`config.mk`:
```
export PLATFORM = sky130hd
export DESIGN_NAME = fscpb_fifo
export DESIGN_NICKNAME = d
export VERILOG_FILES = /design/src/design/fscpb_pkg.sv /design/src/design/fscpb_fifo.sv
export SDC_FILE = /design/constraint.sdc
export NUM_CORES = 1
export LEC_CHECK = 0
export ABC_AREA = 1
export BUFFER_PORTS_ARGS = -buffer_cell sky130_fd_sc_hd__buf_2
export CAP_MARGIN = 20
export CORE_MARGIN = 2
export CORE_UTILIZATION = 56
export DETAILED_ROUTE_END_ITERATION = 10
export PLACE_DENSITY = 0.87
export RECOVER_POWER = 25
export SETUP_SLACK_MARGIN = 0.5
export SLEW_MARGIN = 15
export SYNTH_ARGS = -nofsm -noshare
export SYNTH_HDL_FRONTEND = slang
export SYNTH_SLANG_ARGS = --single-unit
```
`constraint.sdc`:
```
create_clock -name clk_i -period 6.37 [get_ports clk_i]
set_input_delay 0.3185 -clock clk_i [delete_from_list [all_inputs] [get_ports clk_i]]
set_output_delay 0.3185 -clock clk_i [all_outputs]
set_load 0.02 [all_outputs]
```
`src/design/fscpb_pkg.sv`:
```
// ----------------------------------------------------------------------------
// fscpb_pkg: shared types, constants and helpers
// Register map, queue entry, state encodings and small arithmetic helpers for
// the fit/scale/center pixel blitter.
// ----------------------------------------------------------------------------
package fscpb_pkg;

  localparam int unsigned MAX_SIDE    = 8192;
  localparam int unsigned SIDE_W      = 14;
  localparam int unsigned PITCH_W     = 17;
  localparam int unsigned BITS_W      = 6;
  localparam int unsigned LAYOUT_W    = 36;
  localparam int unsigned RGB_W       = 24;
  localparam int unsigned OFFSET_W    = 30;
  localparam int unsigned DATA_W      = 32;
  localparam int unsigned NBYTES_W    = 3;
  localparam int unsigned FRAC_W      = 16;
  localparam int unsigned QUOT_W      = SIDE_W + FRAC_W;
  localparam int unsigned SCALE_W     = FRAC_W + 1;
  localparam int unsigned DIV_CNT_W   = $clog2(QUOT_W);
  localparam int unsigned QUEUE_DEPTH = 2;
  localparam int unsigned QUEUE_AW    = $clog2(QUEUE_DEPTH);
  localparam int unsigned APB_AW      = 6;
  localparam int unsigned APB_DW      = 64;

  typedef enum logic [2:0] {
    REG_SCREEN_W = 3'd0,
    REG_SCREEN_H = 3'd1,
    REG_PITCH    = 3'd2,
    REG_PIX_BITS = 3'd3,
    REG_IMAGE_W  = 3'd4,
    REG_IMAGE_H  = 3'd5,
    REG_LAYOUT   = 3'd6
  } reg_idx_e;

  localparam logic [BITS_W-1:0] DEPTH_16 = 6'd16;
  localparam logic [BITS_W-1:0] DEPTH_24 = 6'd24;
  localparam logic [BITS_W-1:0] DEPTH_32 = 6'd32;

  typedef struct packed {
    logic [SIDE_W-1:0]   screen_w;
    logic [SIDE_W-1:0]   screen_h;
    logic [PITCH_W-1:0]  pitch;
    logic [BITS_W-1:0]   pix_bits;
    logic [SIDE_W-1:0]   image_w;
    logic [SIDE_W-1:0]   image_h;
    logic [LAYOUT_W-1:0] layout;
  } cfg_t;

  // One pixel write still to be formatted
  typedef struct packed {
    logic [RGB_W-1:0]  rgb;
    logic [SIDE_W-1:0] x;
    logic [SIDE_W-1:0] y;
  } wr_item_t;

  typedef enum logic [3:0] {
    F_IDLE,
    F_FIT,
    F_DIVX,
    F_DIVY,
    F_SCALE_W,
    F_SCALE_H,
    F_CENTER,
    F_MUL,
    F_DECIDE
  } front_state_e;

  typedef enum logic [2:0] {
    B_IDLE,
    B_MUL,
    B_PACK,
    B_FMT,
    B_OUT
  } back_state_e;

  // Zero counts as 1, anything above MAX_SIDE as MAX_SIDE
  function automatic logic [SIDE_W-1:0] clamp_side(input logic [SIDE_W-1:0] v);
    logic [SIDE_W-1:0] r;
    r = v;
    if (v == '0) r = SIDE_W'(1);
    else if (v > SIDE_W'(MAX_SIDE)) r = SIDE_W'(MAX_SIDE);
    return r;
  endfunction

  // (2^k-1) = 255*q + r with q = sum of 2^(k-8j), r = 2^(k mod 8)-1
  function automatic logic [DATA_W-1:0] mask_quot(input logic [5:0] k);
    logic [5:0]        kk;
    logic [DATA_W-1:0] q;
    kk = (k >= 6'd32) ? 6'd32 : k;
    q  = '0;
    for (int j = 1; j <= 4; j++) begin
      if (6'(8 * j) <= kk) q = q | (DATA_W'(1) << (kk - 6'(8 * j)));
    end
    return q;
  endfunction

  function automatic logic [7:0] mask_rem(input logic [5:0] k);
    logic [8:0] p;
    p = 9'd1 << k[2:0];
    return (k >= 6'd32) ? 8'd0 : 8'(p - 9'd1);
  endfunction

  // floor(y/255), exact for y below 65280
  function automatic logic [7:0] div255(input logic [15:0] y);
    logic [16:0] t;
    t = 17'(y) + 17'(y[15:8]) + 17'd1;
    return t[15:8];
  endfunction

  function automatic logic [NBYTES_W-1:0] depth_bytes(input logic [BITS_W-1:0] b);
    logic [NBYTES_W-1:0] n;
    case (b)
      DEPTH_32: n = 3'd4;
      DEPTH_24: n = 3'd3;
      DEPTH_16: n = 3'd2;
      default:  n = 3'd0;
    endcase
    return n;
  endfunction

endpackage

```
`src/design/fscpb_fifo.sv`:
```
// ----------------------------------------------------------------------------
// fscpb_fifo: write queue
// Short FIFO of pending pixel writes between the front and back sections.
// ----------------------------------------------------------------------------
module fscpb_fifo (
  input  logic                clk_i,
  input  logic                rst_ni,
  input  logic                push_i,
  input  fscpb_pkg::wr_item_t push_data_i,
  input  logic                pop_i,
  output fscpb_pkg::wr_item_t pop_data_o,
  output logic                full_o,
  output logic                empty_o
);
  import fscpb_pkg::*;

  wr_item_t              mem_q [QUEUE_DEPTH];
  logic [QUEUE_AW-1:0]   wr_ptr_q, wr_ptr_d, rd_ptr_q, rd_ptr_d;
  logic [QUEUE_AW:0]     count_q, count_d;

  assign full_o     = (count_q == (QUEUE_AW+1)'(QUEUE_DEPTH));
  assign empty_o    = (count_q == '0);
  assign pop_data_o = mem_q[rd_ptr_q];

  always_comb begin
    wr_ptr_d = wr_ptr_q;
    rd_ptr_d = rd_ptr_q;
    count_d  = count_q;
    if (push_i) begin
      wr_ptr_d = (wr_ptr_q == QUEUE_AW'(QUEUE_DEPTH - 1)) ? '0 : wr_ptr_q + 1'b1;
    end
    if (pop_i) begin
      rd_ptr_d = (rd_ptr_q == QUEUE_AW'(QUEUE_DEPTH - 1)) ? '0 : rd_ptr_q + 1'b1;
    end
    if (push_i && !pop_i) count_d = count_q + 1'b1;
    else if (!push_i && pop_i) count_d = count_q - 1'b1;
  end

  always_ff @(posedge clk_i or negedge rst_ni) begin
    if (!rst_ni) begin
      wr_ptr_q <= '0;
      rd_ptr_q <= '0;
      count_q  <= '0;
    end else begin
      wr_ptr_q <= wr_ptr_d;
      rd_ptr_q <= rd_ptr_d;
      count_q  <= count_d;
    end
  end

  always_ff @(posedge clk_i) begin
    if (push_i) mem_q[wr_ptr_q] <= push_data_i;
  end

endmodule

```
Word level (Yosys, flattened, before mapping)
Memory sizes are Yosys's and may differ from the RTL's.
Cells that the tools add are included.
{ "totals": {"regBits": 4, "mem_bits_rw": 104, "latchBits": 0, "n_memories": 1, "rom_bits": 0, "output_inout_bits": 54} }
{ "classes": {"shifts": 0, "div": 0, "reduce_logical": 6, "magnitude_cmp": 0, "n_mul": 0, "n_bitwise": 0, "n_eq_ne": 1, "addsub": 4, "muxes": 6} }
{ "mem_list": {"columns": ["memory", "words", "width", "rd", "rd_ports_with_merged_regs", "write_ports", "line", "rtl"], "rows": [
  ["mem_q", 2, 52, 1, 0, 1, "fscpb_fifo.sv:17", "wr_item_t mem_q [QUEUE_DEPTH];"]
]} }
{ "ops": {"columns": ["op", "n"], "rows": [
  ["$mux W1", 4],
  ["$mux W2", 2],
  ["$add A1 B1 Y1 const B", 2],
  ["$add A2 B1 Y2 const B", 1],
  ["$eq A2 B2 Y1 const B", 1],
  ["$logic_and A1 B1 Y1", 2],
  ["$logic_not A1 Y1", 2],
  ["$logic_not A2 Y1", 1],
  ["$reduce_bool A2 Y1", 1],
  ["$sub A2 B1 Y2 const B", 1]
]} }

Depth between registers and ports, before layout
{ "logic_depth": {"word_depth": 4, "mapped_depth": 7, "ltp_nobuf": 7} }

Worst setup path before layout
No wires, ideal clock.
{ "synth_path": {"kind": "reg2reg", "start": "register wr_ptr_q", "end": "memory mem_q[0][0] (netlist name), enable pin", "setup_ps": 463, "slack_ps": 3316, "arrival_ps": 2591, "path_stages_with_launch": 2, "n_path_buf": 0, "required_ps": 5907, "cell_sequence": "dfrtp_1 > nor2_1"} }
{ "synth_rtl": {"columns": ["element", "line", "rtl"], "rows": [
  ["start: declaration", "fscpb_fifo.sv:18", "logic [QUEUE_AW-1:0] wr_ptr_q, wr_ptr_d, rd_ptr_q, rd_ptr_d;"],
  ["start signal: assignment", "fscpb_fifo.sv:45", "wr_ptr_q <= wr_ptr_d;"],
  ["end: declaration", "fscpb_fifo.sv:17", null]
]} }
Straight into the memory's write port.

==> summary.txt <==
Most frequent cell after synthesis = edfxtp_1
Post-DR vias/cell = 4.93
Slew @ Worst Pin = 0.941 ns
Final Instance Area = 4990 um^2
Met2 WL = 3330 um
Die Area = 8230 um^2
Max layer used = met4
Antenna Nets Post-Route = 0
Vias = 2,007
Max frequency = 0.422 GHz
Area contributors post-synth = edfxtp_1, mux2_4, buf_12
Setup TNS = 0 ns
Startpoint Class = register
CP top delay family = flip-flops
CP arrival = 2.05 ns
Hold_buf cts = 1
RSZ-0062 raised after global routing = no
Placeable Area = 7250 um^2
Postcts setup bufs = 0
Final setup fails = 0
CTS tree = built
HPWL after DPL = 4140 um
First-pass GRT wire length = 10,100 um
Slew Viols, Final = 0
Max Clock Skew = 0.0106 ns
GRT overflow = 0
Largest net degree at the start of global routing = 54
Cell Pwr Density = 444 nW/um^2
Number of placement rows = 31
Reg2Reg Depth = 2
Largest area contributor in the netlist = edfxtp_1
Worst hold stages = 1
Relative slew slack = 37.2%
#FFs+latches synth = 108
Placement-stage cell area = 4790 um^2
Post-Syn Nets = 244
Share of the synthesized area in the top cell type = 74.2%
Clock sink count = 108
Final nets = 360
CP bufs+invs = 1
Run status = complete, no violations
Reg clk slew, reported paths = 0.10 ns
Die Span Y = 90.7 um
Wire per inst = 15.5 um
DRC = 0
Post-synthesis sequential area ratio = 76.6%
EDFF count, synth = 104
# resized after CTS = 0
Max cap viols = 0
GRT Util Overall = 16.6%
Leak = 2.02 nW
H-tree depth = 3
Die X = 90.7 um
FFs w/ async S/R, synth = 3.70%
Routed length on met3 = 412 um
Num ports = 110
Mapped Avg Cell Area = 22.5 um^2
Post-synth cell types = 14
Area grow syn2layout = 18.5%
Vias in the first global route = 2,101
Clk buf depth = 2
Initial core utilization = 58.0%
Fin crit period = 2.37 ns
Final hold viol count = 0
Root Driver = clkbuf_8
Share of cells above drive strength 1 = 54.5%
# diodes = 0
Total Routed Length = 6330 um
Critical Path Max Stage Delay = 1.07 ns
Most frequent cells after synthesis = edfxtp_1, mux2_4, inv_1, buf_12, nand2_1
VDD IR-drop max = 0.348 mV
Worst-path fanout max = 53
Drt first pass iters = 4
GPL Wtd Cong = 0.694
Gate Count Post-Synth = 187
Setup CP Type = reg -> out
Number of port buffers = 109
Crit end category = primary output
Critical path depth in cells = 2
WL met1 = 2440 um
Final worst-path cycle share = 37.2%
Synth Cell Area = 4210 um^2
Min-Delay Path Class = in -> reg
Skew-Pair Late Insertion Delay = 0.36 ns
Cts bufs inserted = 9
Warning count from the yosys run = 0
Critical-path cell list = mux2_2, buf_2
Initial antenna violation count = 0
Top FF cell, synth = edfxtp_1
Critical path's slowest cell = dfrtp_4
WP data required = 6.05 ns
DR iter-0 viols = 99
[metal layers]
layer | global-route usage (%) | up-vias
met2 | 28.2 | 79
met1 | 19.3 | 967
met5 | 0 | -
met4 | 7.44 | 0
li1 | - | 949
met3 | 5.34 | 12
[kinds of logic after synthesis]
| family | synth area share, % |
|---|---|
| muxes | 18.3 |
| DFF | 76.6 |
| xor gates and xnor gates | 0.624 |
| buffers and inverters | 3.27 |
| adders and majority gates | 0.297 |
| and+or+nand+nor | 0.981 |
[final timing paths]
check | startpoint | end | slack [ns]
worst min register to register | count_q[1] | count_q[1] | 0.54
worst min-delay path | push_data_i[7] | mem_q[0][7] | 0.13
min in group asynchronous | rst_ni | count_q[0] | 0.29
max in group asynchronous | rst_ni | rd_ptr_q | 5.94
worst max-delay path | rd_ptr_q | pop_data_o[36] | 4.00
worst max register to register | wr_ptr_q | mem_q[0][43] | 4.56
[cell usage in the layout, fill, tap and decap left out, types with 2 or more instances in the layout]
cell type and instances:
clkbuf_1 13, inv_8 2, nor2_1 2, xor2_1 2, edfxtp_1 104, buf_2 96
mux2_2 3, nand2_1 5, dfrtp_1 3, clkbuf_8 9, inv_1 6, clkinv_2 2
mux2_4 49
[through the flow]
stage,instances,setup slack [ns],util [%],hold slack [ns],power [mW]
finish,407,4.00,68.8,0.134,2.22
floorplan,187,3.32,-,0.0229,1.68
CTS,407,3.97,69.0,0.121,2.24
global route,407,3.89,68.8,0.117,2.33
global placement,390,4.42,66.0,0.127,1.81
detailed placement,390,4.39,66.0,0.130,1.83
[power by group]
| part | switching [mW] | internal [mW] | total, mW |
|---|---|---|---|
| registers | 0.128 | 0.945 | 1.07 |
| clock network | 0.230 | 0.188 | 0.418 |
| logic | 0.366 | 0.360 | 0.726 |
| total | 0.723 | 1.49 | 2.22 |
[cell type report]
cell class	instances	area [um^2]
repair buffers	111	547
inverters	7	27.5
flip-flops and latches	108	3230
multi-input cells	66	857
clock buffers	9	124
well taps	99	124
fillers	487	2260
clock inverters	7	82.6
[registers in the layout (all words and copies together), names as in the netlist]
signal and cells:
mem_q 104, count_q 2, rd_ptr_q 1, wr_ptr_q 1
(Power assumes the default switching activity.)
