$ cat config.mk
export PLATFORM = sky130hd
export DESIGN_NAME = fscpb_back
export DESIGN_NICKNAME = d
export VERILOG_FILES = /design/src/design/fscpb_pkg.sv /design/src/design/fscpb_back.sv
export SDC_FILE = /design/constraint.sdc
export NUM_CORES = 2
export LEC_CHECK = 0
export BUFFER_PORTS_ARGS = -buffer_cell sky130_fd_sc_hd__buf_2
export CAP_MARGIN = 20
export CORE_ASPECT_RATIO = 0.9
export CORE_MARGIN = 1.5
export CORE_UTILIZATION = 55
export CTS_BUF_LIST = sky130_fd_sc_hd__clkbuf_4
export CTS_CLUSTER_DIAMETER = 80
export DETAILED_ROUTE_END_ITERATION = 10
export PLACE_DENSITY = 0.86
export SLEW_MARGIN = 20
export SYNTH_ARGS = -nofsm -noshare
export SYNTH_HDL_FRONTEND = slang
export SYNTH_SLANG_ARGS = --single-unit
$ cat constraint.sdc
create_clock -name clk_i -period 16.3 [get_ports clk_i]
set_input_delay 0.815 -clock clk_i [delete_from_list [all_inputs] [get_ports clk_i]]
set_output_delay 0.815 -clock clk_i [all_outputs]
set_load 0.02 [all_outputs]
$ cat src/design/fscpb_pkg.sv
// ----------------------------------------------------------------------------
// fscpb_pkg: shared types, constants and helpers
// Register map, queue entry, state encodings and small arithmetic helpers for
// the fit/scale/center pixel blitter.
// ----------------------------------------------------------------------------
package fscpb_pkg;

  localparam int unsigned MAX_SIDE    = 8192;
  localparam int unsigned SIDE_W      = 14;
  localparam int unsigned PITCH_W     = 17;
  localparam int unsigned BITS_W      = 6;
  localparam int unsigned LAYOUT_W    = 36;
  localparam int unsigned RGB_W       = 24;
  localparam int unsigned OFFSET_W    = 30;
  localparam int unsigned DATA_W      = 32;
  localparam int unsigned NBYTES_W    = 3;
  localparam int unsigned FRAC_W      = 16;
  localparam int unsigned QUOT_W      = SIDE_W + FRAC_W;
  localparam int unsigned SCALE_W     = FRAC_W + 1;
  localparam int unsigned DIV_CNT_W   = $clog2(QUOT_W);
  localparam int unsigned QUEUE_DEPTH = 2;
  localparam int unsigned QUEUE_AW    = $clog2(QUEUE_DEPTH);
  localparam int unsigned APB_AW      = 6;
  localparam int unsigned APB_DW      = 64;

  typedef enum logic [2:0] {
    REG_SCREEN_W = 3'd0,
    REG_SCREEN_H = 3'd1,
    REG_PITCH    = 3'd2,
    REG_PIX_BITS = 3'd3,
    REG_IMAGE_W  = 3'd4,
    REG_IMAGE_H  = 3'd5,
    REG_LAYOUT   = 3'd6
  } reg_idx_e;

  localparam logic [BITS_W-1:0] DEPTH_16 = 6'd16;
  localparam logic [BITS_W-1:0] DEPTH_24 = 6'd24;
  localparam logic [BITS_W-1:0] DEPTH_32 = 6'd32;

  typedef struct packed {
    logic [SIDE_W-1:0]   screen_w;
    logic [SIDE_W-1:0]   screen_h;
    logic [PITCH_W-1:0]  pitch;
    logic [BITS_W-1:0]   pix_bits;
    logic [SIDE_W-1:0]   image_w;
    logic [SIDE_W-1:0]   image_h;
    logic [LAYOUT_W-1:0] layout;
  } cfg_t;

  // One pixel write still to be formatted
  typedef struct packed {
    logic [RGB_W-1:0]  rgb;
    logic [SIDE_W-1:0] x;
    logic [SIDE_W-1:0] y;
  } wr_item_t;

  typedef enum logic [3:0] {
    F_IDLE,
    F_FIT,
    F_DIVX,
    F_DIVY,
    F_SCALE_W,
    F_SCALE_H,
    F_CENTER,
    F_MUL,
    F_DECIDE
  } front_state_e;

  typedef enum logic [2:0] {
    B_IDLE,
    B_MUL,
    B_PACK,
    B_FMT,
    B_OUT
  } back_state_e;

  // Zero counts as 1, anything above MAX_SIDE as MAX_SIDE
  function automatic logic [SIDE_W-1:0] clamp_side(input logic [SIDE_W-1:0] v);
    logic [SIDE_W-1:0] r;
    r = v;
    if (v == '0) r = SIDE_W'(1);
    else if (v > SIDE_W'(MAX_SIDE)) r = SIDE_W'(MAX_SIDE);
    return r;
  endfunction

  // (2^k-1) = 255*q + r with q = sum of 2^(k-8j), r = 2^(k mod 8)-1
  function automatic logic [DATA_W-1:0] mask_quot(input logic [5:0] k);
    logic [5:0]        kk;
    logic [DATA_W-1:0] q;
    kk = (k >= 6'd32) ? 6'd32 : k;
    q  = '0;
    for (int j = 1; j <= 4; j++) begin
      if (6'(8 * j) <= kk) q = q | (DATA_W'(1) << (kk - 6'(8 * j)));
    end
    return q;
  endfunction

  function automatic logic [7:0] mask_rem(input logic [5:0] k);
    logic [8:0] p;
    p = 9'd1 << k[2:0];
    return (k >= 6'd32) ? 8'd0 : 8'(p - 9'd1);
  endfunction

  // floor(y/255), exact for y below 65280
  function automatic logic [7:0] div255(input logic [15:0] y);
    logic [16:0] t;
    t = 17'(y) + 17'(y[15:8]) + 17'd1;
    return t[15:8];
  endfunction

  function automatic logic [NBYTES_W-1:0] depth_bytes(input logic [BITS_W-1:0] b);
    logic [NBYTES_W-1:0] n;
    case (b)
      DEPTH_32: n = 3'd4;
      DEPTH_24: n = 3'd3;
      DEPTH_16: n = 3'd2;
      default:  n = 3'd0;
    endcase
    return n;
  endfunction

endpackage

$ cat src/design/fscpb_back.sv
// ----------------------------------------------------------------------------
// fscpb_back: write formatter
// Packs the color into the channel layout, forms 32/24/565 data and the
// framebuffer byte offset, and holds the result until taken.
// ----------------------------------------------------------------------------
module fscpb_back (
  input  logic                 clk_i,
  input  logic                 rst_ni,
  input  fscpb_pkg::cfg_t      cfg_i,
  input  fscpb_pkg::wr_item_t  item_i,
  input  logic                 empty_i,
  output logic                 pop_o,
  output logic                 out_valid_o,
  input  logic                 out_ready_i,
  output logic [29:0]          byte_offset_o,
  output logic [31:0]          write_data_o,
  output logic [2:0]           write_bytes_o
);
  import fscpb_pkg::*;

  back_state_e state_q, state_d;

  wr_item_t            e_q;
  logic [DATA_W-1:0]   cq_q [3];
  logic [15:0]         cr_q [3];
  logic [SIDE_W+PITCH_W-1:0] yp_q;
  logic [15:0]         xb_q;
  logic [DATA_W-1:0]   px_q;
  logic [OFFSET_W-1:0] off_q;
  logic [DATA_W-1:0]   data_q;
  logic [NBYTES_W-1:0] nb_q;

  logic [5:0]          size [3];
  logic [5:0]          pos  [3];
  logic [7:0]          chan [3];
  logic [DATA_W-1:0]   shifted [3];
  logic [DATA_W-1:0]   v [3];
  logic [NBYTES_W-1:0] nbytes;
  logic                all_sized;
  logic [DATA_W-1:0]   fmt;
  logic [15:0]         r31, g63, b31;
  logic [7:0]          r5, g6, b5;

  assign nbytes = depth_bytes(cfg_i.pix_bits);

  always_comb begin
    for (int k = 0; k < 3; k++) begin
      size[k]    = cfg_i.layout[6*k +: 6];
      pos[k]     = cfg_i.layout[6*(k+3) +: 6];
      chan[k]    = e_q.rgb[8*(2-k) +: 8];
      v[k]       = cq_q[k] + DATA_W'(div255(cr_q[k]));
      shifted[k] = (pos[k] >= 6'd32) ? '0 : (v[k] << pos[k][4:0]);
    end
    all_sized = (size[0] != '0) && (size[1] != '0) && (size[2] != '0);
  end

  // 565 from the packed word read back as 888
  always_comb begin
    r31 = 16'(px_q[23:16]) * 16'd31;
    g63 = 16'(px_q[15:8]) * 16'd63;
    b31 = 16'(px_q[7:0]) * 16'd31;
    r5  = div255(r31);
    g6  = div255(g63);
    b5  = div255(b31);
    case (cfg_i.pix_bits)
      DEPTH_32: fmt = px_q;
      DEPTH_24: fmt = {8'd0, px_q[23:0]};
      DEPTH_16: fmt = {16'd0, r5[4:0], g6[5:0], b5[4:0]};
      default:  fmt = '0;
    endcase
  end

  always_comb begin
    state_d = state_q;
    case (state_q)
      B_IDLE:  if (!empty_i) state_d = B_MUL;
      B_MUL:   state_d = B_PACK;
      B_PACK:  state_d = B_FMT;
      B_FMT:   state_d = B_OUT;
      B_OUT:   if (out_ready_i) state_d = B_IDLE;
      default: state_d = B_IDLE;
    endcase
  end

  always_comb begin
    pop_o         = (state_q == B_IDLE) && !empty_i;
    out_valid_o   = (state_q == B_OUT);
    byte_offset_o = off_q;
    write_data_o  = data_q;
    write_bytes_o = nb_q;
  end

  always_ff @(posedge clk_i or negedge rst_ni) begin
    if (!rst_ni) state_q <= B_IDLE;
    else state_q <= state_d;
  end

  always_ff @(posedge clk_i) begin
    case (state_q)
      B_IDLE: if (!empty_i) e_q <= item_i;
      B_MUL: begin
        for (int k = 0; k < 3; k++) begin
          cq_q[k] <= DATA_W'(40'(chan[k]) * 40'(mask_quot(size[k])));
          cr_q[k] <= 16'(chan[k]) * 16'(mask_rem(size[k]));
        end
        yp_q <= e_q.y * cfg_i.pitch;
        xb_q <= 16'(e_q.x) * 16'(nbytes);
      end
      B_PACK: begin
        px_q  <= all_sized ? (shifted[0] | shifted[1] | shifted[2])
                           : {8'd0, e_q.rgb};
        off_q <= OFFSET_W'(yp_q + (SIDE_W+PITCH_W)'(xb_q));
      end
      B_FMT: begin
        data_q <= fmt;
        nb_q   <= nbytes;
      end
      default: ;
    endcase
  end

endmodule

* After elaboration in Yosys (flattened, before gate mapping)
Memories as Yosys holds them, arrays and structs flattened. Cells that the tools add are included.
Word-level totals: flip-flop bits (word level) 198, latch bits 0, memory bits (writable) 144, bits in read-only memories 0, input port bits 171, output and inout port bits 67, logic and storage cells 163, memories 2
Memory list:
- cq_q | depth 3, bits a word 32, rd ports 3, clocked after memory_dff 0, write ports 3, line fscpb_back.sv:24 | logic [DATA_W-1:0] cq_q [3];
- cr_q | depth 3, bits a word 16, rd ports 3, clocked after memory_dff 0, write ports 3, line fscpb_back.sv:25 | logic [15:0] cr_q [3];
Operators by class: add/sub/neg operators 31, $mul 11, divide/modulo/power cells 0, $lt $le $gt $ge 18, equal/unequal tests 9, shift-type cells 18, multiplexer cells 41, bitwise logic cells 12, reduce and logical (&&, ||, !) cells 10
Operator list (count):
- 32-bit 2-to-1 mux | 27
- 1-bit by 6-bit << shifter with 32-bit output, first input constant | 12
- 32-bit bitwise OR | 11
- 32-bit by 8-bit adder with 32-bit output | 3
- 8-bit by 32-bit multiplier with 32-bit output | 3
- 32-bit case mux with 3 select lines | 1
- 32-bit by 5-bit << shifter with 32-bit output | 3
- 16-bit by 1-bit adder with 16-bit output, second input constant | 3
- 16-bit by 8-bit adder with 16-bit output | 3
- 8-bit by 8-bit multiplier with 16-bit output | 3
- 6-bit greater-or-equal comparator, second input constant | 6
- 5-bit by 6-bit <= comparator with 1-bit output, first input constant | 6
- 6-bit by 5-bit subtractor with 6-bit output, second input constant | 6
- 30-bit by 16-bit adder with 30-bit output | 1
- 14-bit by 17-bit multiplier with 30-bit output | 1
- 13-bit by 1-bit adder with 13-bit output, second input constant | 2
- 13-bit by 5-bit adder with 13-bit output | 2
- 8-bit by 5-bit multiplier with 13-bit output, second input constant | 2
- 24-bit 2-to-1 mux | 1
- 8-bit 2-to-1 mux | 3
- 1-bit by 3-bit << shifter with 8-bit output, first input constant | 3
- 8-bit by 1-bit subtractor with 8-bit output, second input constant | 3
- 4-bit by 6-bit <= comparator with 1-bit output, first input constant | 3
- 6-bit <= comparator, first input constant | 3
- 24 further kinds | 39

* Logic depth before layout (Yosys ltp)
depth after elaboration 16, gate-level depth with buffers 32, gate-level depth less buffers 30

* Worst setup path before layout
No wires, ideal clock.
kind register to register, start register state_q[0], end register state_q[1], library setup time 148 ps, arrival 15327 ps, data required time 16152 ps, slack 825 ps, stages on the path, launching flop included 3, path buffers 0, period minus slack after synthesis 15475 ps, path through dfrtp_1 > nor3b_1 > or2_2
Between the ends: word-level cells in the longest chain between the ends 3, elaborated cells on any way between the ends 9, those cells by class eq/ne (6); mux (1); reduce/logical (2)
Ends and longest elaborated chain:
- start, declared | line fscpb_back.sv:21 | back_state_e state_q, state_d;
- start signal, assigned | line fscpb_back.sv:95 | else state_q <= state_d;
- 3-bit == test or 3-bit logical NOT (tied branches) | line fscpb_back.sv:75 | case (state_q)
- 2-bit by 1-bit != test with 1-bit output (no line) or 2-bit != test (tied branches)
- 2-bit AND reduction (no line)
Several ways; a longest one is shown, not always the timed one. A chain may end at the register's enable or synchronous reset.

==> results_dict.tcl <==
set metrics [dict create \
    place_hpwl_um 128000 \
    max_clock_freq_mhz 118 \
    synth-main-ff-cell "edfxtp_1" \
    synth_area_um2 61700 \
    cp-end-kind "register" \
    antenna_found_initial 16 \
    cts_tree "yes" \
    power_density_nw_per_um2 214 \
    gp_congestion 0.986 \
    fillers 9211 \
    critPathMaxFanout 18 \
    path_class "input port to register" \
    drive_gt1_share_pct 7.28 \
    register_area_um2 10300 \
    synth_cell_type_count 99 \
    cap_violations 0 \
    avgSynthCellArea_um2 8.95 \
    finalNonFillerCells 8563 \
    synth_enable_flop_cells 339 \
    clk_path_buf_depth 3 \
    final_common_cell "inv_1" \
    dieArea_um2 114000 \
    cp.arrival_ns 9.31 \
    grt_pass1_vias 52500 \
    grt_use_total_pct 29.5 \
    multi_input_area_um2 46700 \
    synth_warnings 0 \
    nNetsFinal 8471 \
    routed_via_density 6.04 \
    slew_headroom_pct 13.6 \
    period_needed_ns 8.50 \
    fin_crit_sh_pct 52.2 \
    hp-class "input port to asynchronous set/reset pin" \
    dieHeight_um 321 \
    drt-initial-drc-count 5180 \
    cts_buffers 99 \
    synthCells 6896 \
    firstDrtPassIters 6 \
    slew_viol_final 0 \
    finalHoldViolCount 0 \
    dp_cells 8317 \
    insertion_delay_ns 1.07 \
    status "finished, final reports clean" \
    finClkSkew_ns 0.0997 \
    die-width_um 356 \
    post-route-drc-count 0 \
    async_reset_ff_share_pct 0.877 \
    cts-root-buf "clkbuf_4" \
    start_kind "input port" \
    fp.coreArea_um2 111000 \
    grt_max_degree 78 \
    setup_viol 0 \
    yosysSeqAreaShare_pct 16.6 \
    clkTransAtPathRegs_ns 0.07 \
    ys_ff_latch 342 \
    clock-sinks 342 \
    fp-row-count 116 \
    final_cell_mix "971 x inv_1, 822 x fa_1, 724 x and2_1" \
    routed_wl_um 166000 \
    cp.required_ns 17.10 \
    htree_levels 3 \
    post_cts_resized 0 \
    numPortBuffers 181 \
    via_count 51700 \
    p_leak_nw 30.2 \
    rsz0062_at_grt "false" \
    start_util_pct 55.5 \
    area_delta_synth_final_pct 6.65 \
    ant_nets 0 \
    wl_per_cell_um 19.4 \
    overflow 0 \
    rrSetupSlack_ns 8.78 \
    tns_ns 0 \
    vdd_drop_max_mv 0.578 \
    grt_pass1_wl_um 271000 \
    tightest_slew_ns 1.29 \
    io_pins 238 \
]
-- routing by layer --
metal  wire length [µm]  GRT usage [%]  part of all wire [%]  vias to the layer above
li1                   -              -                     -                    23300
met1              67500           39.3                    41                    25400
met2              76900           47.5                    46                     2541
met3              16200           5.99                   9.7                      403
met4               5460           10.7                   3.3                       14
met5                 89              0                 0.054                        -
-- sequential cells by signal (all words and copies together) (netlist names) --
name,count
byte_offset_o,30
chan,24
cq_q,96
cr_q,48
e_q,28
px_q,32
state_q,3
write_bytes_o,3
write_data_o,32
xb_q,16
yp_q,30
-- through the flow --
step | setup slack, ns | hold slack, ns | cell area [µm²] | utilization [%] | total power, mW
after CTS | 8.16 | 0.0221 | 65700 | 59.1 | 14.0
after global routing | 7.43 | 0.0747 | 65800 | 59.2 | 15.5
after detailed placement | 7.03 | 0.517 | 63800 | 57.4 | 12.9
final | 7.80 | 0.141 | 65800 | 59.2 | 14.1
after floorplan | 0.825 | 0.476 | 61800 | - | 10.5
after global placement | 7.28 | 0.510 | 63800 | 57.4 | 12.4
-- synth_stat cells, drive strengths merged, types with 24 or more instances --
cell	n	area, µm²
nor2	383	1440
or3	47	294
edfxtp	339	10200
nand4	33	213
fa	822	16500
clkbuf	268	1010
xnor2	201	1760
a21o	77	578
a211oi	72	551
nand2	616	2310
o31ai	30	225
ha	479	5990
mux2i	71	711
nor4	37	250
a221oi	26	234
and3	87	549
and2	727	4550
or2	33	206
inv	972	3650
a21oi	245	1230
o21a	58	435
buf	40	176
nand2b	48	300
a31oi	52	325
nor2b	73	457
a21boi	24	180
o22ai	26	163
xor2	77	674
mux2	35	394
o211ai	51	393
o21ai	235	1180
nand3	121	606
nor3	153	771
-- critical path, stage by stage --
cell       delay [ns]
buf_2            0.21
or2_2            0.44
nor2_1           0.75
a211oi_1         0.18
nor3_1           0.17
a21oi_1          0.13
a21oi_1          0.34
a21oi_1          0.27
nor2_1           0.58
nand2_1          0.20
fa_1             0.50
fa_1             0.50
inv_1            0.05
fa_1             0.47
inv_1            0.05
fa_1             0.48
inv_1            0.04
ha_1             0.23
o41ai_1          0.62
o22ai_1          0.18
o21ai_0          0.36
o21ai_0          0.40
a2111oi_0        0.77
nor2_1           0.13
a221oi_1         0.33
xnor2_1          0.09
-- where the power goes --
part	switching, mW	leakage [nW]	internal [mW]
clock	0.448	0.811	0.502
sequential	0.362	3.21	1.71
combinational	6.46	26.2	4.60
total	7.27	30.2	6.81
-- final timing paths --
kind | from | cells past startpoint | endpoint
max | cfg_i[1] | 26 | cq_q[0][30]
min | rst_ni | 2 | state_q[0]
max reg2reg | e_q[2] | 21 | yp_q[29]
min reg2reg | px_q[25] | 1 | write_data_o[25]
max in group asynchronous | rst_ni | 2 | state_q[1]
min in group clk_i | cfg_i[67] | 2 | xb_q[0]
-- cell families (layout without fill, tap and decap cells) --
kind of cell / Yosys count / after routing / synth area share [%]
other: 2 / 35 / 0.0122
muxes: 122 / 122 / 2.37
DFF: 342 / 342 / 16.6
xor gates and xnor gates: 278 / 278 / 3.95
and+or+nand+nor: 2421 / 2421 / 20.2
buffers and inverters: 1286 / 1445 / 7.87
AOI/OAI and AO/OA: 1144 / 1144 / 12.6
adders and majority gates: 1301 / 1301 / 36.4
-- final cells by class --
type | instances | area share [%]
timing repair buffer | 288 | 2.80
clock buffer | 121 | 1.38
sequential | 342 | 15.6
tap | 1475 | 2.80
clock inverter | 58 | 0.763
inverter | 978 | 5.58
multi-input combinational | 5290 | 71.0
antenna | 11 | 0.0418
-- what timing repair did --
action	in CTS	in global routing
hold endpoints to repair	57	0
setup buffers	0	0
hold buffers	55	0
Power figures use the tool's default switching activity.
