--- src/design/fscpb_pkg.sv ---
// ----------------------------------------------------------------------------
// fscpb_pkg: shared types, constants and helpers
// Register map, queue entry, state encodings and small arithmetic helpers for
// the fit/scale/center pixel blitter.
// ----------------------------------------------------------------------------
package fscpb_pkg;

  localparam int unsigned MAX_SIDE    = 8192;
  localparam int unsigned SIDE_W      = 14;
  localparam int unsigned PITCH_W     = 17;
  localparam int unsigned BITS_W      = 6;
  localparam int unsigned LAYOUT_W    = 36;
  localparam int unsigned RGB_W       = 24;
  localparam int unsigned OFFSET_W    = 30;
  localparam int unsigned DATA_W      = 32;
  localparam int unsigned NBYTES_W    = 3;
  localparam int unsigned FRAC_W      = 16;
  localparam int unsigned QUOT_W      = SIDE_W + FRAC_W;
  localparam int unsigned SCALE_W     = FRAC_W + 1;
  localparam int unsigned DIV_CNT_W   = $clog2(QUOT_W);
  localparam int unsigned QUEUE_DEPTH = 2;
  localparam int unsigned QUEUE_AW    = $clog2(QUEUE_DEPTH);
  localparam int unsigned APB_AW      = 6;
  localparam int unsigned APB_DW      = 64;

  typedef enum logic [2:0] {
    REG_SCREEN_W = 3'd0,
    REG_SCREEN_H = 3'd1,
    REG_PITCH    = 3'd2,
    REG_PIX_BITS = 3'd3,
    REG_IMAGE_W  = 3'd4,
    REG_IMAGE_H  = 3'd5,
    REG_LAYOUT   = 3'd6
  } reg_idx_e;

  localparam logic [BITS_W-1:0] DEPTH_16 = 6'd16;
  localparam logic [BITS_W-1:0] DEPTH_24 = 6'd24;
  localparam logic [BITS_W-1:0] DEPTH_32 = 6'd32;

  typedef struct packed {
    logic [SIDE_W-1:0]   screen_w;
    logic [SIDE_W-1:0]   screen_h;
    logic [PITCH_W-1:0]  pitch;
    logic [BITS_W-1:0]   pix_bits;
    logic [SIDE_W-1:0]   image_w;
    logic [SIDE_W-1:0]   image_h;
    logic [LAYOUT_W-1:0] layout;
  } cfg_t;

  // One pixel write still to be formatted
  typedef struct packed {
    logic [RGB_W-1:0]  rgb;
    logic [SIDE_W-1:0] x;
    logic [SIDE_W-1:0] y;
  } wr_item_t;

  typedef enum logic [3:0] {
    F_IDLE,
    F_FIT,
    F_DIVX,
    F_DIVY,
    F_SCALE_W,
    F_SCALE_H,
    F_CENTER,
    F_MUL,
    F_DECIDE
  } front_state_e;

  typedef enum logic [2:0] {
    B_IDLE,
    B_MUL,
    B_PACK,
    B_FMT,
    B_OUT
  } back_state_e;

  // Zero counts as 1, anything above MAX_SIDE as MAX_SIDE
  function automatic logic [SIDE_W-1:0] clamp_side(input logic [SIDE_W-1:0] v);
    logic [SIDE_W-1:0] r;
    r = v;
    if (v == '0) r = SIDE_W'(1);
    else if (v > SIDE_W'(MAX_SIDE)) r = SIDE_W'(MAX_SIDE);
    return r;
  endfunction

  // (2^k-1) = 255*q + r with q = sum of 2^(k-8j), r = 2^(k mod 8)-1
  function automatic logic [DATA_W-1:0] mask_quot(input logic [5:0] k);
    logic [5:0]        kk;
    logic [DATA_W-1:0] q;
    kk = (k >= 6'd32) ? 6'd32 : k;
    q  = '0;
    for (int j = 1; j <= 4; j++) begin
      if (6'(8 * j) <= kk) q = q | (DATA_W'(1) << (kk - 6'(8 * j)));
    end
    return q;
  endfunction

  function automatic logic [7:0] mask_rem(input logic [5:0] k);
    logic [8:0] p;
    p = 9'd1 << k[2:0];
    return (k >= 6'd32) ? 8'd0 : 8'(p - 9'd1);
  endfunction

  // floor(y/255), exact for y below 65280
  function automatic logic [7:0] div255(input logic [15:0] y);
    logic [16:0] t;
    t = 17'(y) + 17'(y[15:8]) + 17'd1;
    return t[15:8];
  endfunction

  function automatic logic [NBYTES_W-1:0] depth_bytes(input logic [BITS_W-1:0] b);
    logic [NBYTES_W-1:0] n;
    case (b)
      DEPTH_32: n = 3'd4;
      DEPTH_24: n = 3'd3;
      DEPTH_16: n = 3'd2;
      default:  n = 3'd0;
    endcase
    return n;
  endfunction

endpackage

--- src/design/fscpb_front.sv ---
// ----------------------------------------------------------------------------
// fscpb_front: frame fit and pixel selection
// Accepts source pixels, fits the image at frame start with a serial
// divider, decides which source pixels are drawn and queues their writes.
// ----------------------------------------------------------------------------
module fscpb_front (
  input  logic                  clk_i,
  input  logic                  rst_ni,
  input  fscpb_pkg::cfg_t       cfg_i,
  input  logic                  pixel_valid_i,
  output logic                  pixel_ready_o,
  input  logic [23:0]           pixel_rgb_i,
  output logic                  push_o,
  output fscpb_pkg::wr_item_t   push_data_o,
  input  logic                  full_i
);
  import fscpb_pkg::*;

  front_state_e state_q, state_d;

  logic [SIDE_W-1:0] sw, sh, iw, ih, fw, fh;
  logic [SIDE_W-1:0] scol_q, srow_q, fit_w_q, fit_h_q, cx_q, cy_q, ndc_q, ndr_q;
  logic [RGB_W-1:0]  rgb_q;

  // serial divider
  logic [QUOT_W-1:0]    quo_q, quo_step;
  logic [SIDE_W-1:0]    rem_q, rem_step, den_q;
  logic [DIV_CNT_W-1:0] cnt_q;
  logic [SIDE_W:0]      r2;
  logic                 ge;
  logic [QUOT_W-1:0]    sx_q, smin;
  logic [SCALE_W-1:0]   s_q;
  logic                 div_last;

  // products for the pick test
  logic [2*SIDE_W-1:0] pr_q, lr_q, pc_q, lc_q;

  logic                row_hit, col_hit, on_screen, depth_ok, wr_ok, advance;
  logic [SIDE_W:0]     x_sum, y_sum;
  logic [2*SIDE_W-1+SCALE_W-SIDE_W:0] wprod;
  logic [SIDE_W-1:0]   fit_side;

  assign sw = clamp_side(cfg_i.screen_w);
  assign sh = clamp_side(cfg_i.screen_h);
  assign iw = clamp_side(cfg_i.image_w);
  assign ih = clamp_side(cfg_i.image_h);
  assign fw = (fit_w_q == '0) ? SIDE_W'(1) : fit_w_q;
  assign fh = (fit_h_q == '0) ? SIDE_W'(1) : fit_h_q;

  assign r2       = {rem_q, quo_q[QUOT_W-1]};
  assign ge       = (r2 >= {1'b0, den_q});
  assign rem_step = ge ? SIDE_W'(r2 - {1'b0, den_q}) : r2[SIDE_W-1:0];
  assign quo_step = {quo_q[QUOT_W-2:0], ge};
  assign div_last = (cnt_q == DIV_CNT_W'(QUOT_W - 1));
  assign smin     = (sx_q < quo_step) ? sx_q : quo_step;

  // fitted side = (side*s)>>16, at least 1
  assign wprod    = (state_q == F_SCALE_W) ? iw * s_q : ih * s_q;
  assign fit_side = (wprod[FRAC_W +: SIDE_W+1] == '0) ? SIDE_W'(1)
                                                      : SIDE_W'(wprod[FRAC_W +: SIDE_W+1]);

  assign row_hit = (ndr_q < fh) && (lr_q <= pr_q) &&
                   ((2*SIDE_W+1)'(pr_q) < (2*SIDE_W+1)'(lr_q) + (2*SIDE_W+1)'(fh));
  assign col_hit = row_hit && (ndc_q < fw) && (lc_q <= pc_q) &&
                   ((2*SIDE_W+1)'(pc_q) < (2*SIDE_W+1)'(lc_q) + (2*SIDE_W+1)'(fw));
  assign x_sum     = (SIDE_W+1)'(cx_q) + (SIDE_W+1)'(ndc_q);
  assign y_sum     = (SIDE_W+1)'(cy_q) + (SIDE_W+1)'(ndr_q);
  assign on_screen = (x_sum < (SIDE_W+1)'(sw)) && (y_sum < (SIDE_W+1)'(sh));
  assign depth_ok  = (depth_bytes(cfg_i.pix_bits) != '0);
  assign wr_ok     = col_hit && on_screen && depth_ok;
  assign advance   = (state_q == F_DECIDE) && !(wr_ok && full_i);

  // next state
  always_comb begin
    state_d = state_q;
    case (state_q)
      F_IDLE: begin
        if (pixel_valid_i) begin
          state_d = (scol_q == '0 && srow_q == '0) ? F_FIT : F_MUL;
        end
      end
      F_FIT:     state_d = (iw > sw || ih > sh) ? F_DIVX : F_CENTER;
      F_DIVX:    if (div_last) state_d = F_DIVY;
      F_DIVY:    if (div_last) state_d = F_SCALE_W;
      F_SCALE_W: state_d = F_SCALE_H;
      F_SCALE_H: state_d = F_CENTER;
      F_CENTER:  state_d = F_MUL;
      F_MUL:     state_d = F_DECIDE;
      F_DECIDE:  if (advance) state_d = F_IDLE;
      default:   state_d = F_IDLE;
    endcase
  end

  // outputs
  always_comb begin
    pixel_ready_o = (state_q == F_IDLE);
    push_o        = advance && wr_ok;
    push_data_o   = '{rgb: rgb_q, x: x_sum[SIDE_W-1:0], y: y_sum[SIDE_W-1:0]};
  end

  always_ff @(posedge clk_i or negedge rst_ni) begin
    if (!rst_ni) begin
      state_q <= F_IDLE;
      scol_q  <= '0;
      srow_q  <= '0;
      fit_w_q <= '0;
      fit_h_q <= '0;
      cx_q    <= '0;
      cy_q    <= '0;
      ndc_q   <= '0;
      ndr_q   <= '0;
    end else begin
      state_q <= state_d;
      case (state_q)
        F_FIT: begin
          fit_w_q <= iw;
          fit_h_q <= ih;
        end
        F_SCALE_W: fit_w_q <= fit_side;
        F_SCALE_H: fit_h_q <= fit_side;
        F_CENTER: begin
          cx_q  <= (sw > fit_w_q) ? SIDE_W'((sw - fit_w_q) >> 1) : '0;
          cy_q  <= (sh > fit_h_q) ? SIDE_W'((sh - fit_h_q) >> 1) : '0;
          ndc_q <= '0;
          ndr_q <= '0;
        end
        F_DECIDE: begin
          if (advance) begin
            if ((SIDE_W+1)'(scol_q) + 1'b1 >= (SIDE_W+1)'(iw)) begin
              scol_q <= '0;
              ndc_q  <= '0;
              if (row_hit) ndr_q <= ndr_q + 1'b1;
              srow_q <= ((SIDE_W+1)'(srow_q) + 1'b1 >= (SIDE_W+1)'(ih)) ? '0
                                                                         : srow_q + 1'b1;
            end else begin
              scol_q <= scol_q + 1'b1;
              if (col_hit) ndc_q <= ndc_q + 1'b1;
            end
          end
        end
        default: ;
      endcase
    end
  end

  // datapath without reset
  always_ff @(posedge clk_i) begin
    if (state_q == F_IDLE && pixel_valid_i) rgb_q <= pixel_rgb_i;
    case (state_q)
      F_FIT: begin
        quo_q <= {sw, FRAC_W'(0)};
        rem_q <= '0;
        den_q <= iw;
        cnt_q <= '0;
      end
      F_DIVX: begin
        if (div_last) begin
          sx_q  <= quo_step;
          quo_q <= {sh, FRAC_W'(0)};
          rem_q <= '0;
          den_q <= ih;
          cnt_q <= '0;
        end else begin
          quo_q <= quo_step;
          rem_q <= rem_step;
          cnt_q <= cnt_q + 1'b1;
        end
      end
      F_DIVY: begin
        quo_q <= quo_step;
        rem_q <= rem_step;
        cnt_q <= cnt_q + 1'b1;
        if (div_last) s_q <= (smin == '0) ? SCALE_W'(1) : SCALE_W'(smin);
      end
      F_MUL: begin
        pr_q <= ndr_q * ih;
        lr_q <= srow_q * fh;
        pc_q <= ndc_q * iw;
        lc_q <= scol_q * fw;
      end
      default: ;
    endcase
  end

endmodule

--- config.mk ---
export PLATFORM = sky130hd
export DESIGN_NAME = fscpb_front
export DESIGN_NICKNAME = d
export VERILOG_FILES = /design/src/design/fscpb_pkg.sv /design/src/design/fscpb_front.sv
export SDC_FILE = /design/constraint.sdc
export NUM_CORES = 2
export LEC_CHECK = 0
export BUFFER_PORTS_ARGS = -buffer_cell sky130_fd_sc_hd__buf_4
export CORE_MARGIN = 3
export CORE_UTILIZATION = 60
export CTS_CLUSTER_DIAMETER = 100
export DETAILED_ROUTE_END_ITERATION = 12
export GPL_ROUTABILITY_DRIVEN = 0
export HOLD_SLACK_MARGIN = 0.15
export PLACE_DENSITY_LB_ADDON = 0.15
export SETUP_SLACK_MARGIN = 0.05
export SLEW_MARGIN = 20
export SYNTH_ARGS = -nofsm -noshare
export SYNTH_HDL_FRONTEND = slang
export SYNTH_SLANG_ARGS = --single-unit
--- constraint.sdc ---
create_clock -name clk_i -period 6.4 [get_ports clk_i]
set_clock_uncertainty 0.1 [all_clocks]
set_input_delay 0.64 -clock clk_i [delete_from_list [all_inputs] [get_ports clk_i]]
set_output_delay 0.64 -clock clk_i [all_outputs]
set_load 0.03 [all_outputs]
## Word level (Yosys, flattened, before mapping)

Cells that the tools add are included.

| operators by class | value |
|---|---|
| $lt $le $gt $ge | 20 |
| add/subtract/negate cells | 14 |
| reductions and logical operators | 40 |
| multiply operators | 6 |
| equal/unequal tests | 19 |
| multiplexer cells | 44 |

Operators by type and width:

| cell | count |
|---|---|
| two-way mux 14 bit | 22 |
| case mux 14 bit (2 select lines) | 5 |
| logical NOT 14 bit | 8 |
| multiplier 14 x 14 -> 28 bit | 4 |
| case mux 30 bit (3 select lines) | 1 |
| multiplier 14 x 17 -> 31 bit | 2 |
| two-way mux 30 bit | 2 |
| adder 28 x 14 -> 29 bit | 2 |
| < comparator 28 x 29 -> 1 bit | 2 |
| adder 14 x 1 -> 14 bit (second input constant) | 4 |
| greater-than comparator 14 bit | 4 |
| greater-than comparator 14 bit (second input constant) | 4 |
| <= comparator 28 bit | 2 |
| greater-or-equal comparator 15 x 14 -> 1 bit | 3 |
| case mux 14 bit (3 select lines) | 1 |
| subtractor 14 bit | 3 |
| case mux 4 bit (9 select lines) | 1 |
| two-way mux 31 bit | 1 |
| adder 14 x 1 -> 15 bit (second input constant) | 2 |
| adder 14 x 14 -> 15 bit | 2 |
| logical NOT 30 bit | 1 |
| < comparator 15 x 14 -> 1 bit | 2 |
| < comparator 30 bit | 1 |
| < comparator 14 bit | 2 |
| other kinds (27) | 62 |

| storage, ports and cells | value |
|---|---|
| output and inout bits | 54 |
| bits in registers | 362 |
| input bits | 143 |

## Logic depth before layout (Yosys ltp)

| depth | value |
|---|---|
| depth after elaboration | 15 |
| depth in mapped cells | 33 |
| depth with buffers taken out | 30 |

## Worst setup path before layout

OpenSTA, ideal clock, no wires.

| path | value |
|---|---|
| path kind | input to register |
| from | input port cfg_i[44] in the netlist's numbering |
| to | register fit_h_q[0] |
| arrival | 7.683 ns |
| path buffers | 1 |
| slack | -1.478 ns |
| cell stages on the path | 28 |
| path through | nor4_1 -> nand3_1 -> o21ai_0 -> and2_1 -> clkbuf_1 -> nand2_1 -> fa_1 -> fa_1 -> inv_1 -> fa_1 -> fa_1 -> fa_1 -> inv_1 -> fa_1 -> inv_1 -> ha_1 -> nand4_1 -> nor3_1 -> o41ai_1 -> a21oi_1 -> o221ai_1 -> and2b_1 -> xnor2_1 -> a2111oi_0 -> nand4_1 -> a211oi_1 -> nand3_1 -> o31ai_1 |

| between the ends | value |
|---|---|
| longest elaborated chain between the ends | 8 |
| elaborated cells on any way between the ends | 9 |
| classes of those cells | 1 x mul; 1 x order compare; 5 x mux; 2 x reduce/logical |

Ends and longest elaborated chain:

| what | RTL line | source |
|---|---|---|
| start: declaration | fscpb_front.sv:9 | `input fscpb_pkg::cfg_t cfg_i,` |
| greater-than comparator 14 bit | fscpb_pkg.sv:82 | `else if (v > SIDE_W'(MAX_SIDE)) r = SIDE_W'(MAX_SIDE);` |
| two-way mux 14 bit | fscpb_pkg.sv:82 |  |
| two-way mux 14 bit (*) | fscpb_pkg.sv:81 | `if (v == '0) r = SIDE_W'(1);` |
| multiplier 14 x 17 -> 31 bit | fscpb_front.sv:58 | `assign wprod = (state_q == F_SCALE_W) ? iw * s_q : ih * s_q;` |
| two-way mux 31 bit | fscpb_front.sv:58 |  |
| logical NOT 15 bit | fscpb_front.sv:59 | `assign fit_side = (wprod[FRAC_W +: SIDE_W+1] == '0) ? SIDE_W'(1)` |
| two-way mux 14 bit | fscpb_front.sv:59 |  |
| case mux 14 bit (2 select lines) (*) | fscpb_front.sv:114 | `case (state_q)` |
| end signal: assignment | fscpb_front.sv:117 | `fit_h_q <= ih;` |
| end signal: assignment | fscpb_front.sv:120 | `F_SCALE_H: fit_h_q <= fit_side;` |
| end: declaration | fscpb_front.sv:22 | `logic [SIDE_W-1:0] scol_q, srow_q, fit_w_q, fit_h_q, cx_q, cy_q, ndc_q, ndr_q;` |

Mark *: on every way between the ends. The rest lies on a longest branch, timed or not.
A chain may end at the register's enable or synchronous reset.

## Worst setup path after layout

| path | value |
|---|---|
| from | input port cfg_i[45] in the netlist's numbering |
| to | register fit_h_q[0] |

Same word-level chain as after synthesis.

==> run metrics <==
synth unique cells between 90 and 100; Setup CP Type input port to register; initial antenna violation count 17; Slew @ Worst Pin ~1.1 ns; Post-synth ARST share between 30% and 40%; worst hold margin roughly 0.41 ns; Max-Cap Viols 0; Setup Viol. Count Final 81; Yosys warnings 0; Post-Syn Nets roughly 9000; Remaining DRCs 0; ANT nets after route 0; Crit Path Max Fanout 5; Worst path slowest cell fa_1; post-place setup slack -1.52 ns; post-DP HPWL between 150 and 200 mm; share of the synthesized area in the top cell type 28.1%; synthesis-to-finish area growth 19.0%; setup slack, reg-to-reg -0.72 ns; largest family of logic cells by synthesized area adder cells; number of flops mapped to enable cells by yosys approximately 250; crit-path most repeated cell fa_1; final hold vios 0; GRT Residual Overflow 0; GR peak layer met2; Worst Hold Class register to register; WP data required between 6 and 7 ns; global routing met3 resource utilization 10.5%; largest area contributor in the netlist fa_1; DIE AREA around 110000 µm²; Synth Area in Compound Gates around 9.2%; final net count 9918; cell family with most CP delay adder cells; Worst Slack Setup Final -0.833 ns; Total GRT Usage roughly 37%; Slew headroom 23.2%; Max Slew Vio Count 0; clk_lat worst skew 0.65 ns; first-pass GRT wire length roughly 320 mm; WL/cell 22.0 µm; Yosys reg bits 360; clk slew on worst S/H paths about 0.060 ns; port bufs around 140; die span in x 337 µm; Post-Syn Area per Cell around 9 µm²; Startpoint Class input port; TritonCTS Buffers between 40 and 50; DRT iter0 DRCs about 4300; period utilisation layout 113%; Max VDD drop 0.321 mV; Starting Density approximately 61%; Die Height about 340 µm; met1 usage a little under half; crit path DAT about 7.6 ns; unrepaired setup endpoints after global routing yes; Total Power 19900 µW; post-layout min period 7.23 ns; number of global-route vias before repair 58100; number of H-tree levels 2; largest net degree at the start of global routing 70; ys flop type edfxtp_1; Core ar. between 100000 and 150000 µm²; PwrDens approximately 250 nW/µm²; CTS tree yes; upper clock frequency limit between 100 and 150 MHz; via count between 50000 and 60000; Rows 120; status complete, but fails checks; mapped cell area between 60000 and 70000 µm²; final wirelength between 200 and 250 mm; Buffers & Inverters on Critical Path 5; endpoint type of the worst setup path register; post-synthesis sequential area ratio approximately 16%; mux contribution to synthesized area less than 1%; Num Clock Sinks 360; failing checks negative setup slack; Mapped Cells 7288; Post-Synth Simple-Gate Area ~16%; met2 Use GR between 50% and 60%; clk buf depth 3; layout cells sized above 1 a little under a fifth; adder-cell share of the synthesized area about 45%; Post-Synth XOR/XNOR Area roughly 3.5%; # IOs roughly 200; Leak 0.0405 µW; CP peak stage delay 0.52 ns; ranking of synthesized cells by area fa_1 (28%), ha_1 (17%), edfxtp_1 (11%); DRT Pass-1 Iters 7; clk root buf clkbuf_16; vias per cell between 5 and 6
-- cell usage after synthesis (23+ instances only) --
cell type  instances
o211ai_1          24
nand3_1           78
o21a_1            40
o21ai_0          174
and3_1            87
a22oi_1           25
fa_1             923
dfrtp_1          114
a22o_1            25
inv_1           1299
nand2_1          962
nand2b_1          62
a21o_1           154
a211oi_1          23
nor4_1            43
o21bai_1          34
and2_1           388
nor2b_1           80
buf_1             46
nand4_1           66
clkbuf_1         317
ha_1             905
xnor2_1          180
xor2_1            85
nor3_1            59
a21oi_1          238
edfxtp_1         246
mux2i_1           25
nor2_1           311
-- through the flow --
step / util (%) / std cells / TNS [ns] / cell area (µm²)
5_1_grt: 72.5 / 9385 / -41.16 / 78100
4_1_cts: 71.2 / 9346 / -9.98 / 76700
3_5_place_dp: 67.9 / 9158 / -60.97 / 73200
2_1_floorplan: - / 7288 / -4.69 / 66400
3_3_place_gp: 67.9 / 9158 / -50.41 / 73200
6_report: 72.5 / 9393 / -19.06 / 78200
-- kinds of logic (layout without fill, tap and decap cells) --
logic type | Yosys count | in the layout
buf+inv | 1675 | 2367
mux | 44 | 44
xor+xnor | 265 | 265
other cells | 0 | 8
compound gates | 908 | 909
simple gates | 2208 | 2209
fa+ha+maj | 1828 | 1828
flops | 360 | 360
-- worst reg2reg max path: stages, from the launching register on --
cell and delay [ns]:
edfxtp_1 0.54, buf_4 0.22, and2_1 0.16, fa_1 0.53
inv_1 0.05, fa_1 0.49, inv_2 0.04, fa_1 0.45
fa_1 0.49, fa_1 0.50, inv_1 0.05, fa_1 0.50
inv_2 0.05, ha_4 0.26, nand4_1 0.18, buf_4 0.20
nor3_4 0.26, o41ai_2 0.14, a21oi_2 0.19, o221ai_2 0.15
and2b_2 0.25, xnor2_2 0.15, a2111oi_2 0.33, nand4_1 0.16
a211oi_2 0.26, nand3_1 0.12, o31ai_2 0.17
-- flip-flops by register name, indices dropped and copies added, names as in the netlist, 17 cells and up --
register and cells:
quo_q 30, sx_q 30, lc_q 28, lr_q 28, pc_q 28, pr_q 28
rgb_q 24, s_q 17
-- path summary, 6_finish.rpt --
| path | start | to | cells after the start |
|---|---|---|---|
| min reg2reg | quo_q[8] | sx_q[9] | 0 |
| min | quo_q[8] | sx_q[9] | 0 |
| min in group asynchronous | rst_ni | scol_q[11] | 2 |
| max reg2reg | s_q[11] | fit_h_q[0] | 26 |
| max | cfg_i[45] | fit_h_q[0] | 29 |
| max in group asynchronous | rst_ni | fit_h_q[0] | 3 |
-- timing repair --
action | CTS | global route
resized for setup | 267 | 255
hold buffers | 25 | 0
pin swaps | 237 | 177
cloned | 4 | 3
hold endpoints to repair | 92 | 0
buffers inserted | 87 | 54
setup endpoints to repair | 103 | 126
-- layer usage --
metal	vias to the layer above	routed length, µm
met5	-	134
met4	20	16100
met3	817	22300
met2	2756	91900
met1	27200	75900
li1	24700	-
-- where the power goes --
group / switching [µW] / internal [µW] / total, µW
sequential: 480 / 3270 / 3750
combinational: 7780 / 5810 / 13600
clock: 1120 / 1410 / 2530
-- area by class of cell --
type | instances | area, µm²
Antenna cell | 8 | 20.0
Clock buffer | 52 | 1140
Clock inverter | 28 | 274
Fill cell | 7859 | 29600
Inverter | 1303 | 4890
Multi-Input combinational cell | 5255 | 51500
Sequential cell | 360 | 10200
Tap cell | 1403 | 1760
Timing Repair Buffer | 984 | 8310
-- cells in the final DEF (no fill, tap or decap), drive strengths merged, types with 19 or more instances in the layout --
cell            n
nand2b         62
edfxtp        246
o21a           40
and2          390
mux2i          25
and3           87
or3            21
xnor2         180
nor2          311
ha            905
nor3           60
dlygate4sd3    25
nor4           45
a211oi         24
a22oi          25
mux2           19
inv          1303
nor2b          81
a21oi         239
clkinv         22
o21bai         34
fa            923
buf           955
nand2         962
a22o           25
o21ai         190
nand4          66
a31oi          22
a21o          154
clkbuf         55
o211ai         25
dfrtp         114
nand3          78
xor2           85
Note: power is estimated with default switching activity, not from simulation.
